--- src/hdl/rdm_pkg.sv ---
`default_nettype none
package rdm_pkg;

  // Fixed frame bytes and bounds
  localparam logic [7:0] START_CODE    = 8'hCC;
  localparam logic [7:0] SUB_START     = 8'h01;
  localparam logic [7:0] HEADER_LEN    = 8'd24;
  localparam logic [7:0] MAX_DATA_LEN  = 8'd231;
  localparam logic [7:0] BYTE_ZERO     = 8'h00;
  localparam logic [7:0] BYTE_ONE      = 8'h01;

  // Emission steps of the back end: header bytes at 0..23, the data byte
  // of a data command at the last body step, then the two checksum bytes.
  localparam logic [4:0] STEP_FIRST    = 5'd0;
  localparam logic [4:0] STEP_BODY_END = 5'd23;
  localparam logic [4:0] STEP_SUM_HI   = 5'd24;
  localparam logic [4:0] STEP_SUM_LO   = 5'd25;

  // One classified command handed from the front end to the back end
  typedef struct packed {
    logic        is_data;
    logic        close;
    logic [47:0] dest_uid;
    logic [7:0]  command_class;
    logic [15:0] parameter_id;
    logic [7:0]  data_length;
    logic [7:0]  data_byte;
  } cmd_t;

  // Queue status seen by both ends
  typedef struct packed {
    logic full;
    logic empty;
  } q_status_t;

endpackage
`default_nettype wire

--- src/hdl/rdm_packet_framer_unit.sv ---
// RDM request framer.
// Input channel (in_valid/in_stall): a transaction with in_mode 0 is a header
// that opens a frame; in_mode 1 carries one parameter data byte. Data with no
// open frame is dropped. A header while a frame is open abandons that frame.
// Output channel (out_valid/out_stall): one frame byte per transaction;
// out_frame_end marks the low checksum byte.
// A front end classifies transactions and pushes commands into a short queue
// (QUEUE_DEPTH entries); a back end expands each command into bytes.
// An accepted command goes through the queue, the back end's current-command
// register and the output register. A header yields 24 bytes (26 with length
// zero), a data byte 1 byte (3 on the last one); the back end emits one byte
// per cycle while the receiver does not stall, so data transactions sustain
// one per cycle and headers are paced by the bytes they expand into.
// When the receiver stalls, the output register holds its byte and the queue
// fills; in_stall rises only when the queue is full.
// Reset (rst_n, synchronous) empties the queue, closes any frame and clears
// source_uid. The APB port holds source_uid at address 0.
`default_nettype none
module rdm_packet_framer_unit #(
  parameter int QUEUE_DEPTH = 4
) (
  input  wire         clk,
  input  wire         rst_n,
  input  wire         in_valid,
  output logic        in_stall,
  input  wire         in_mode,
  input  wire  [47:0] in_dest_uid,
  input  wire  [7:0]  in_command_class,
  input  wire  [15:0] in_parameter_id,
  input  wire  [7:0]  in_data_length,
  input  wire  [7:0]  in_data_byte,
  output logic        out_valid,
  input  wire         out_stall,
  output logic [7:0]  out_frame_byte,
  output logic        out_frame_end,
  input  wire         psel,
  input  wire         penable,
  input  wire         pwrite,
  input  wire  [3:0]  paddr,
  input  wire  [63:0] pwdata,
  output logic [63:0] prdata,
  output logic        pready
);
  import rdm_pkg::*;

  localparam logic REG_SOURCE_UID = 1'b0;

  logic [47:0] source_uid_r, source_uid_nxt;
  logic        cfg_write;
  logic        push, pop;
  cmd_t        push_cmd, head_cmd;
  q_status_t   q_status;

  // Configuration register: written on the access phase of an APB write.
  assign pready    = 1'b1;
  assign cfg_write = psel && penable && pwrite;

  always_comb begin
    source_uid_nxt = source_uid_r;
    if (cfg_write && (paddr[3] == REG_SOURCE_UID)) begin
      source_uid_nxt = pwdata[47:0];
    end
  end

  always_ff @(posedge clk) begin
    if (!rst_n) begin
      source_uid_r <= 48'd0;
    end else begin
      source_uid_r <= source_uid_nxt;
    end
  end

  assign prdata = (paddr[3] == REG_SOURCE_UID) ? {16'd0, source_uid_r} : 64'd0;

  rdm_front u_front (
    .clk              (clk),
    .rst_n            (rst_n),
    .in_valid         (in_valid),
    .in_stall         (in_stall),
    .in_mode          (in_mode),
    .in_dest_uid      (in_dest_uid),
    .in_command_class (in_command_class),
    .in_parameter_id  (in_parameter_id),
    .in_data_length   (in_data_length),
    .in_data_byte     (in_data_byte),
    .q_status         (q_status),
    .push             (push),
    .push_cmd         (push_cmd)
  );

  rdm_cmd_queue #(
    .DEPTH (QUEUE_DEPTH)
  ) u_queue (
    .clk      (clk),
    .rst_n    (rst_n),
    .push     (push),
    .push_cmd (push_cmd),
    .pop      (pop),
    .head_cmd (head_cmd),
    .q_status (q_status)
  );

  rdm_back u_back (
    .clk            (clk),
    .rst_n          (rst_n),
    .source_uid     (source_uid_r),
    .head_cmd       (head_cmd),
    .q_status       (q_status),
    .pop            (pop),
    .out_valid      (out_valid),
    .out_stall      (out_stall),
    .out_frame_byte (out_frame_byte),
    .out_frame_end  (out_frame_end)
  );

endmodule
`default_nettype wire

--- src/hdl/rdm_front.sv ---
`default_nettype none
module rdm_front (
  input  wire               clk,
  input  wire               rst_n,
  input  wire               in_valid,
  output logic              in_stall,
  input  wire               in_mode,
  input  wire  [47:0]       in_dest_uid,
  input  wire  [7:0]        in_command_class,
  input  wire  [15:0]       in_parameter_id,
  input  wire  [7:0]        in_data_length,
  input  wire  [7:0]        in_data_byte,
  input  rdm_pkg::q_status_t q_status,
  output logic              push,
  output rdm_pkg::cmd_t     push_cmd
);
  import rdm_pkg::*;

  logic       open_r, open_nxt;
  logic [7:0] left_r, left_nxt;
  logic [7:0] len_sat;
  logic       accept;

  // The input side is held off only while the queue is full.
  assign in_stall = q_status.full;
  assign accept   = in_valid && !q_status.full;
  assign len_sat  = (in_data_length > MAX_DATA_LEN) ? MAX_DATA_LEN : in_data_length;

  // Classify the transaction and track the open packet.
  always_comb begin
    open_nxt               = open_r;
    left_nxt               = left_r;
    push                   = 1'b0;
    push_cmd.is_data       = in_mode;
    push_cmd.close         = 1'b0;
    push_cmd.dest_uid      = in_dest_uid;
    push_cmd.command_class = in_command_class;
    push_cmd.parameter_id  = in_parameter_id;
    push_cmd.data_length   = len_sat;
    push_cmd.data_byte     = in_data_byte;
    if (accept) begin
      if (!in_mode) begin
        // A header always opens a fresh packet, abandoning any open one.
        push           = 1'b1;
        push_cmd.close = (len_sat == 8'd0);
        open_nxt       = (len_sat != 8'd0);
        left_nxt       = len_sat;
      end else if (open_r) begin
        // The last expected data byte closes the frame with its checksum.
        push           = 1'b1;
        push_cmd.close = (left_r <= 8'd1);
        left_nxt       = (left_r != 8'd0) ? left_r - 8'd1 : left_r;
        open_nxt       = (left_r > 8'd1);
      end
    end
  end

  always_ff @(posedge clk) begin
    if (!rst_n) begin
      open_r <= 1'b0;
      left_r <= 8'd0;
    end else begin
      open_r <= open_nxt;
      left_r <= left_nxt;
    end
  end

endmodule
`default_nettype wire

--- src/hdl/rdm_cmd_queue.sv ---
`default_nettype none
module rdm_cmd_queue #(
  parameter int DEPTH = 4
) (
  input  wire                clk,
  input  wire                rst_n,
  input  wire                push,
  input  rdm_pkg::cmd_t      push_cmd,
  input  wire                pop,
  output rdm_pkg::cmd_t      head_cmd,
  output rdm_pkg::q_status_t q_status
);
  import rdm_pkg::*;

  localparam int PW = (DEPTH > 1) ? $clog2(DEPTH) : 1;
  localparam int CW = $clog2(DEPTH + 1);
  localparam logic [PW-1:0] LAST_PTR = PW'(DEPTH - 1);
  localparam logic [CW-1:0] FULL_CNT = CW'(DEPTH);

  cmd_t            store_r [DEPTH];
  logic [PW-1:0]   wr_ptr_r, wr_ptr_nxt;
  logic [PW-1:0]   rd_ptr_r, rd_ptr_nxt;
  logic [CW-1:0]   count_r, count_nxt;
  logic            do_push, do_pop;

  assign q_status.full  = (count_r == FULL_CNT);
  assign q_status.empty = (count_r == '0);
  assign do_push        = push && !q_status.full;
  assign do_pop         = pop && !q_status.empty;
  assign head_cmd       = store_r[rd_ptr_r];

  // Pointer and occupancy update
  always_comb begin
    wr_ptr_nxt = wr_ptr_r;
    rd_ptr_nxt = rd_ptr_r;
    count_nxt  = count_r;
    if (do_push) begin
      wr_ptr_nxt = (wr_ptr_r == LAST_PTR) ? '0 : wr_ptr_r + 1'b1;
    end
    if (do_pop) begin
      rd_ptr_nxt = (rd_ptr_r == LAST_PTR) ? '0 : rd_ptr_r + 1'b1;
    end
    if (do_push && !do_pop) begin
      count_nxt = count_r + 1'b1;
    end else if (do_pop && !do_push) begin
      count_nxt = count_r - 1'b1;
    end
  end

  always_ff @(posedge clk) begin
    if (!rst_n) begin
      wr_ptr_r <= '0;
      rd_ptr_r <= '0;
      count_r  <= '0;
    end else begin
      wr_ptr_r <= wr_ptr_nxt;
      rd_ptr_r <= rd_ptr_nxt;
      count_r  <= count_nxt;
    end
  end

  // Command storage carries no reset.
  always_ff @(posedge clk) begin
    if (do_push) begin
      store_r[wr_ptr_r] <= push_cmd;
    end
  end

  // Occupancy must never pass the depth.
  a_count_bound: assert property (@(posedge clk) disable iff (!rst_n)
    count_r <= FULL_CNT)
    else $error("command queue overfilled");

  // The front end must not offer a command while the queue is full.
  a_no_push_full: assert property (@(posedge clk) disable iff (!rst_n)
    !(push && q_status.full))
    else $error("push into full command queue");

  // The back end must not take from an empty queue.
  a_no_pop_empty: assert property (@(posedge clk) disable iff (!rst_n)
    !(pop && q_status.empty))
    else $error("pop from empty command queue");

endmodule
`default_nettype wire

--- src/hdl/rdm_back.sv ---
`default_nettype none
module rdm_back (
  input  wire                clk,
  input  wire                rst_n,
  input  wire  [47:0]        source_uid,
  input  rdm_pkg::cmd_t      head_cmd,
  input  rdm_pkg::q_status_t q_status,
  output logic               pop,
  output logic               out_valid,
  input  wire                out_stall,
  output logic [7:0]         out_frame_byte,
  output logic               out_frame_end
);
  import rdm_pkg::*;

  cmd_t        cur_r, cur_nxt;
  logic        cur_valid_r, cur_valid_nxt;
  logic [4:0]  step_r, step_nxt;
  logic [15:0] sum_r, sum_nxt;
  logic        out_valid_r, out_valid_nxt;
  logic [7:0]  out_byte_r, out_byte_nxt;
  logic        out_end_r, out_end_nxt;
  logic        adv, finishing;
  logic [4:0]  last_step;
  logic [7:0]  cur_byte;

  assign adv       = !out_valid_r || !out_stall;
  assign last_step = cur_r.close ? STEP_SUM_LO : STEP_BODY_END;
  assign finishing = adv && cur_valid_r && (step_r == last_step);
  assign pop       = !q_status.empty && (!cur_valid_r || finishing);

  // Byte of the current command at the current step.
  always_comb begin
    case (step_r)
      STEP_FIRST:    cur_byte = START_CODE;
      5'd1:          cur_byte = SUB_START;
      5'd2:          cur_byte = HEADER_LEN + cur_r.data_length;
      5'd3:          cur_byte = cur_r.dest_uid[47:40];
      5'd4:          cur_byte = cur_r.dest_uid[39:32];
      5'd5:          cur_byte = cur_r.dest_uid[31:24];
      5'd6:          cur_byte = cur_r.dest_uid[23:16];
      5'd7:          cur_byte = cur_r.dest_uid[15:8];
      5'd8:          cur_byte = cur_r.dest_uid[7:0];
      5'd9:          cur_byte = source_uid[47:40];
      5'd10:         cur_byte = source_uid[39:32];
      5'd11:         cur_byte = source_uid[31:24];
      5'd12:         cur_byte = source_uid[23:16];
      5'd13:         cur_byte = source_uid[15:8];
      5'd14:         cur_byte = source_uid[7:0];
      5'd15:         cur_byte = BYTE_ZERO;
      5'd16:         cur_byte = BYTE_ONE;
      5'd17:         cur_byte = BYTE_ZERO;
      5'd18:         cur_byte = BYTE_ZERO;
      5'd19:         cur_byte = BYTE_ZERO;
      5'd20:         cur_byte = cur_r.command_class;
      5'd21:         cur_byte = cur_r.parameter_id[15:8];
      5'd22:         cur_byte = cur_r.parameter_id[7:0];
      STEP_BODY_END: cur_byte = cur_r.is_data ? cur_r.data_byte : cur_r.data_length;
      STEP_SUM_HI:   cur_byte = sum_r[15:8];
      STEP_SUM_LO:   cur_byte = sum_r[7:0];
      default:       cur_byte = BYTE_ZERO;
    endcase
  end

  // Sequencer: step through the current command, one byte per free output slot.
  always_comb begin
    cur_nxt       = cur_r;
    cur_valid_nxt = cur_valid_r;
    step_nxt      = step_r;
    sum_nxt       = sum_r;
    out_valid_nxt = out_valid_r;
    out_byte_nxt  = out_byte_r;
    out_end_nxt   = out_end_r;

    if (adv) begin
      out_valid_nxt = cur_valid_r;
      out_byte_nxt  = cur_byte;
      out_end_nxt   = (step_r == STEP_SUM_LO);
    end

    if (adv && cur_valid_r) begin
      // A header restarts the sum; checksum bytes are not summed.
      if (step_r == STEP_FIRST) begin
        sum_nxt = {8'd0, cur_byte};
      end else if (step_r <= STEP_BODY_END) begin
        sum_nxt = sum_r + {8'd0, cur_byte};
      end
      step_nxt = step_r + 5'd1;
      if (finishing) begin
        cur_valid_nxt = 1'b0;
      end
    end

    if (pop) begin
      cur_nxt       = head_cmd;
      cur_valid_nxt = 1'b1;
      step_nxt      = head_cmd.is_data ? STEP_BODY_END : STEP_FIRST;
    end
  end

  always_ff @(posedge clk) begin
    if (!rst_n) begin
      cur_valid_r <= 1'b0;
      step_r      <= STEP_FIRST;
      sum_r       <= 16'd0;
      out_valid_r <= 1'b0;
    end else begin
      cur_valid_r <= cur_valid_nxt;
      step_r      <= step_nxt;
      sum_r       <= sum_nxt;
      out_valid_r <= out_valid_nxt;
    end
  end

  always_ff @(posedge clk) begin
    cur_r      <= cur_nxt;
    out_byte_r <= out_byte_nxt;
    out_end_r  <= out_end_nxt;
  end

  assign out_valid      = out_valid_r;
  assign out_frame_byte = out_byte_r;
  assign out_frame_end  = out_end_r;

  // An active command never runs past the low checksum byte.
  a_step_bound: assert property (@(posedge clk) disable iff (!rst_n)
    cur_valid_r |-> (step_r <= STEP_SUM_LO))
    else $error("emission step out of range");

  // A byte taken from the low checksum step always carries the end flag.
  a_end_source: assert property (@(posedge clk) disable iff (!rst_n)
    (adv && cur_valid_r && (step_r == STEP_SUM_LO)) |=> (out_valid && out_frame_end))
    else $error("frame end flag lost");

endmodule
`default_nettype wire
--- config.mk ---
export PLATFORM = sky130hd
export DESIGN_NAME = rdm_packet_framer_unit
export DESIGN_NICKNAME = d
export VERILOG_FILES = /design/src/hdl/rdm_pkg.sv /design/src/hdl/rdm_packet_framer_unit.sv /design/src/hdl/rdm_front.sv /design/src/hdl/rdm_cmd_queue.sv /design/src/hdl/rdm_back.sv
export SDC_FILE = /design/constraint.sdc
export NUM_CORES = 1
export LEC_CHECK = 0
export BUFFER_PORTS_ARGS = -buffer_cell sky130_fd_sc_hd__buf_2
export CAP_MARGIN = 20
export CORE_MARGIN = 1.5
export CORE_UTILIZATION = 43
export CTS_CLUSTER_DIAMETER = 80
export DETAILED_ROUTE_END_ITERATION = 6
export GPL_TIMING_DRIVEN = 1
export PLACE_DENSITY = 0.73
export SKIP_CTS_REPAIR_TIMING = 1
export SYNTH_ARGS = -nofsm -noshare
export SYNTH_HDL_FRONTEND = slang
export SYNTH_SLANG_ARGS = --single-unit
--- constraint.sdc ---
create_clock -name clk -period 10.1 [get_ports clk]
set_input_delay 0 -clock clk [delete_from_list [all_inputs] [get_ports clk]]
set_output_delay 0 -clock clk [all_outputs]
set_load 0.02 [all_outputs]
==> flow_summary.toml <==
[min_path]
min_path_cells = 5
min_delay_worst_endpoint = "source_uid_r[37]"
holdCritPathClass = "in2reg"
hp-start = "penable"

[layout]
drive_above_1_share_pct = 24.2
num-fill-cells = 3992
postLayoutCoreUtil_pct = 53.2
design.final.nets = 1911
stdcell_area_sq_mm = 0.0268
flow.area_growth_from_synthesis_pct = 21.5

[setup_path]
worst-r2r-setup-slack_ps = 5360
critical_path.startpoint_type = "flop"
setup.worst_path.class = "reg2reg"
endpoint_kind = "flop"
cp_data_arrival_time_ps = 5210
crit_path_max_fanout = 13
r2r_start = "u_back.step_r[0]"
required_time_reported_for_the_critical_path_endpoint_ps = 10570
r2r_cells = 15
critical_path.reg2reg.endpoint = "u_back.sum_r[15]"

[place]
pre_cts_slack_ps = 5400
gp_congestion = 0.904
dp_hpwl_microns = 36100
io_buffer_count = 203
post_dp_cell_area_sq_mm = 0.0236

[die]
fp.coreArea_sq_mm = 0.0504
die_w_microns = 229
floorplan.rows = 82
fp.dieArea_sq_mm = 0.0527
die_height_microns = 229
top_level_ports = 240
initial_utilization_pct = 43.8

[power_and_ir_drop]
power_leakage_uw = 0.00921
total_switching_power_uw = 2080
power.share.sequential_pct = 46.2
power.share.switching_pct = 30.6
vdd_drop_max_mv = 0.160
power_report.internal_total_uw = 4710
combPwrFrac_pct = 24.9
power.density_cell_area_mw_per_mm2 = 254
power.clock.fraction_pct = 28.9

[sta]
worst_clock_skew_ps = 41.5
rsz_0062_raised_after_global_routing = "no"
finalSetupTns_ps = 0
hold_violations = 0
final.min_clock_period_ps = 4740
final_critical_path_setup_slack_ps = 5360
max_clock_freq_mhz = 211
timing.final.max_slew_violations = 0
setup-violations-final = 0
max_slew_margin_pct = 29.9
worstMarginPinSlew_ps = 1050
layout_worst_path_cycle_share_pct = 47.0

[yosys]
syn_avg_cell_area_sq_um = 15.9
synth_sequential_area_ratio_pct = 70.6
synth_cells = 1384
synthMostInstantiatedCell = "sky130_fd_sc_hd__edfxtp_1"
number_of_synthesized_flops_with_an_enable_pin = 459
yosysTopAreaCellShare_pct = 62.5
synthesis.area_sq_mm = 0.0221
dominant_cell_type_by_area_after_synthesis = "sky130_fd_sc_hd__edfxtp_1"
yosys_most_used_dff = "sky130_fd_sc_hd__edfxtp_1"
yosysWarnings = 0
post_synth_num_cell_types = 77
synth-async-reset-ratio_pct = 0
netlist_top_cells_count = "sky130_fd_sc_hd__edfxtp_1, sky130_fd_sc_hd__nand2_1, sky130_fd_sc_hd__mux4_2, sky130_fd_sc_hd__dfxtp_1, sky130_fd_sc_hd__a21oi_1"
yosys-top-cells-area = "sky130_fd_sc_hd__edfxtp_1, sky130_fd_sc_hd__mux4_2, sky130_fd_sc_hd__dfxtp_1"
ys_ff_latch = 548

[run_status]
outcome = "complete, no violations"

[clock_network]
tritoncts_clock_tree = "done"
clock-root-buffer = "sky130_fd_sc_hd__clkbuf_16"
cts_max_level = 2
clk_pin_slew_ps = 60
clock-sinks = 548
cts_inserted_buffers = 54
worstSkewPairLatency_ps = 620
cts_max_path_buffers = 3

[routing]
via_per_inst = 5.46
detailedRoute.firstPassIterationCount = 7
route.detailed.wl_per_inst_microns = 22.9
detail-route-antenna-nets = 0
drc_errors = 0
routed_wirelength_microns = 55900
dr.first_iter.drc_count = 1230
routed-via-count = 13300

[global_route]
grt_start_max_net_pins = 72
number_of_antenna_violations_at_the_first_check_in_global_routing = 4
global_route.overflow_total = 0
grt_pass1_wl_microns = 79600
grt_pass1_vias = 12600
globalRouteTotalUtil_pct = 20.5

[job]
maximum_capacitance_violations = 0
## critical path: stages, from the launching register on
cell and delay [ps]:
sky130_fd_sc_hd__dfxtp_1 460, sky130_fd_sc_hd__inv_1 110, sky130_fd_sc_hd__ha_1 460, sky130_fd_sc_hd__nor2b_1 250, sky130_fd_sc_hd__and2_1 220, sky130_fd_sc_hd__a22oi_1 270, sky130_fd_sc_hd__nand3_1 130, sky130_fd_sc_hd__a2111oi_2 480
sky130_fd_sc_hd__o2111ai_1 380, sky130_fd_sc_hd__ha_1 350, sky130_fd_sc_hd__a211oi_1 330, sky130_fd_sc_hd__o211ai_1 200, sky130_fd_sc_hd__a31oi_1 500, sky130_fd_sc_hd__and4bb_2 300, sky130_fd_sc_hd__xnor2_1 120, sky130_fd_sc_hd__nor2_1 50
## cell type report
cell class              instances  area [sq um]  area share, %
diodes                          1          2.50        0.00934
clock buffers                  70          1430           5.34
clock inverters                31           325           1.21
inverters                      19          72.6          0.271
multi-input cells             740          5990           22.4
flip-flops and latches        548         15600           58.1
well taps                     672           841           3.14
repair buffers                361          2550           9.53
## flip-flops by register name, summed over array words and instances (netlist names), named ones only
| name | count |
|---|---|
| u_back.out_frame_byte | 8 |
| source_uid_r | 48 |
| u_back.cur_r | 90 |
| u_front.left_r | 8 |
| u_queue.wr_ptr_r | 2 |
| u_queue.store_r | 360 |
| u_back.sum_r | 16 |
| u_queue.rd_ptr_r | 2 |
| u_queue.count_r | 3 |
| u_back.step_r | 5 |
| u_front.open_r | 1 |
| u_back.out_frame_end | 1 |
| u_back.cur_valid_r | 1 |
| u_back.out_valid | 1 |
## cell usage in the layout, fill, tap and decap left out, drive strengths merged, types with 3 or more instances in the layout
cell type | netlist | final
and2 | 11 | 11
nor3 | 18 | 18
a32oi | 3 | 3
buf | 54 | 221
or2 | 3 | 3
nand4 | 7 | 7
and3 | 6 | 6
nand2 | 136 | 136
a211oi | 3 | 3
conb | 2 | 17
mux2 | 7 | 7
o2111ai | 3 | 3
bufinv | 0 | 4
o21ai | 30 | 30
a221oi | 7 | 7
o221a | 3 | 3
a22oi | 15 | 15
nor4 | 3 | 3
inv | 19 | 20
a311oi | 4 | 4
dfxtp | 89 | 89
a222oi | 3 | 3
nand3b | 4 | 4
xnor2 | 9 | 9
a21oi | 82 | 82
o22ai | 6 | 6
xor2 | 12 | 12
clkinv | 0 | 24
nor2 | 60 | 60
ha | 21 | 21
dlygate4sd3 | 0 | 140
a31oi | 14 | 14
or3 | 7 | 7
nor2b | 57 | 57
nand3 | 25 | 25
edfxtp | 459 | 459
mux2i | 25 | 25
clkbuf | 38 | 70
mux4 | 90 | 90
nand2b | 9 | 9
## metrics by stage
stage / total power [uW] / hold slack, ps / std cells
after global routing: 7070 / 130 / 2442
after detailed placement: 4830 / 217 / 2200
after floorplan: 4260 / 98.9 / 1399
after global placement: 4810 / 210 / 2200
final: 6800 / 98.6 / 2442
after CTS: 6800 / -442 / 2301
## logic make-up (layout without fill, tap and decap cells)
group           count (synthesis)  count (layout)  share of synthesized area (%)
flops                         548             548                           70.6
simple gates                  357             357                           7.94
compound gates                200             200                           5.95
mux                           122             122                           10.7
buf+inv                       111             481                           2.56
fa+ha+maj                      23              23                           1.37
xor+xnor                       21              21                          0.834
other cells                     2              18                         0.0341
## power groups by stage
stage,clock (uW),sequential (uW),combinational [uW]
after floorplan,0,3060,1200
after global placement,0,3170,1630
after detailed placement,0,3180,1640
after CTS,2000,3140,1650
after global routing,2090,3170,1810
final,1960,3140,1690
## routing by layer
metal	wire (microns)	vias to the layer above	track usage (%)
met5	11	-	0
met4	1560	2	7.96
met3	3410	88	4.31
met2	26800	518	32.2
met1	24200	6730	28.2
li1	-	5996	-
## worst max-delay path by stage
stage                  startpoint               endpoint  slack, ps  cells past startpoint
2_1_floorplan  u_queue.count_r[0]  u_queue.store_r[0][0]       6400                      4
3_3_place_gp     u_back.step_r[2]       u_back.sum_r[15]       5360                     14
3_5_place_dp     u_back.step_r[0]       u_back.sum_r[15]       5400                     15
4_1_cts          u_back.step_r[0]       u_back.sum_r[15]       5380                     15
5_1_grt          u_back.step_r[0]       u_back.sum_r[15]       5030                     15
6_report         u_back.step_r[0]       u_back.sum_r[15]       5360                     15
(Power assumes the default switching activity.)
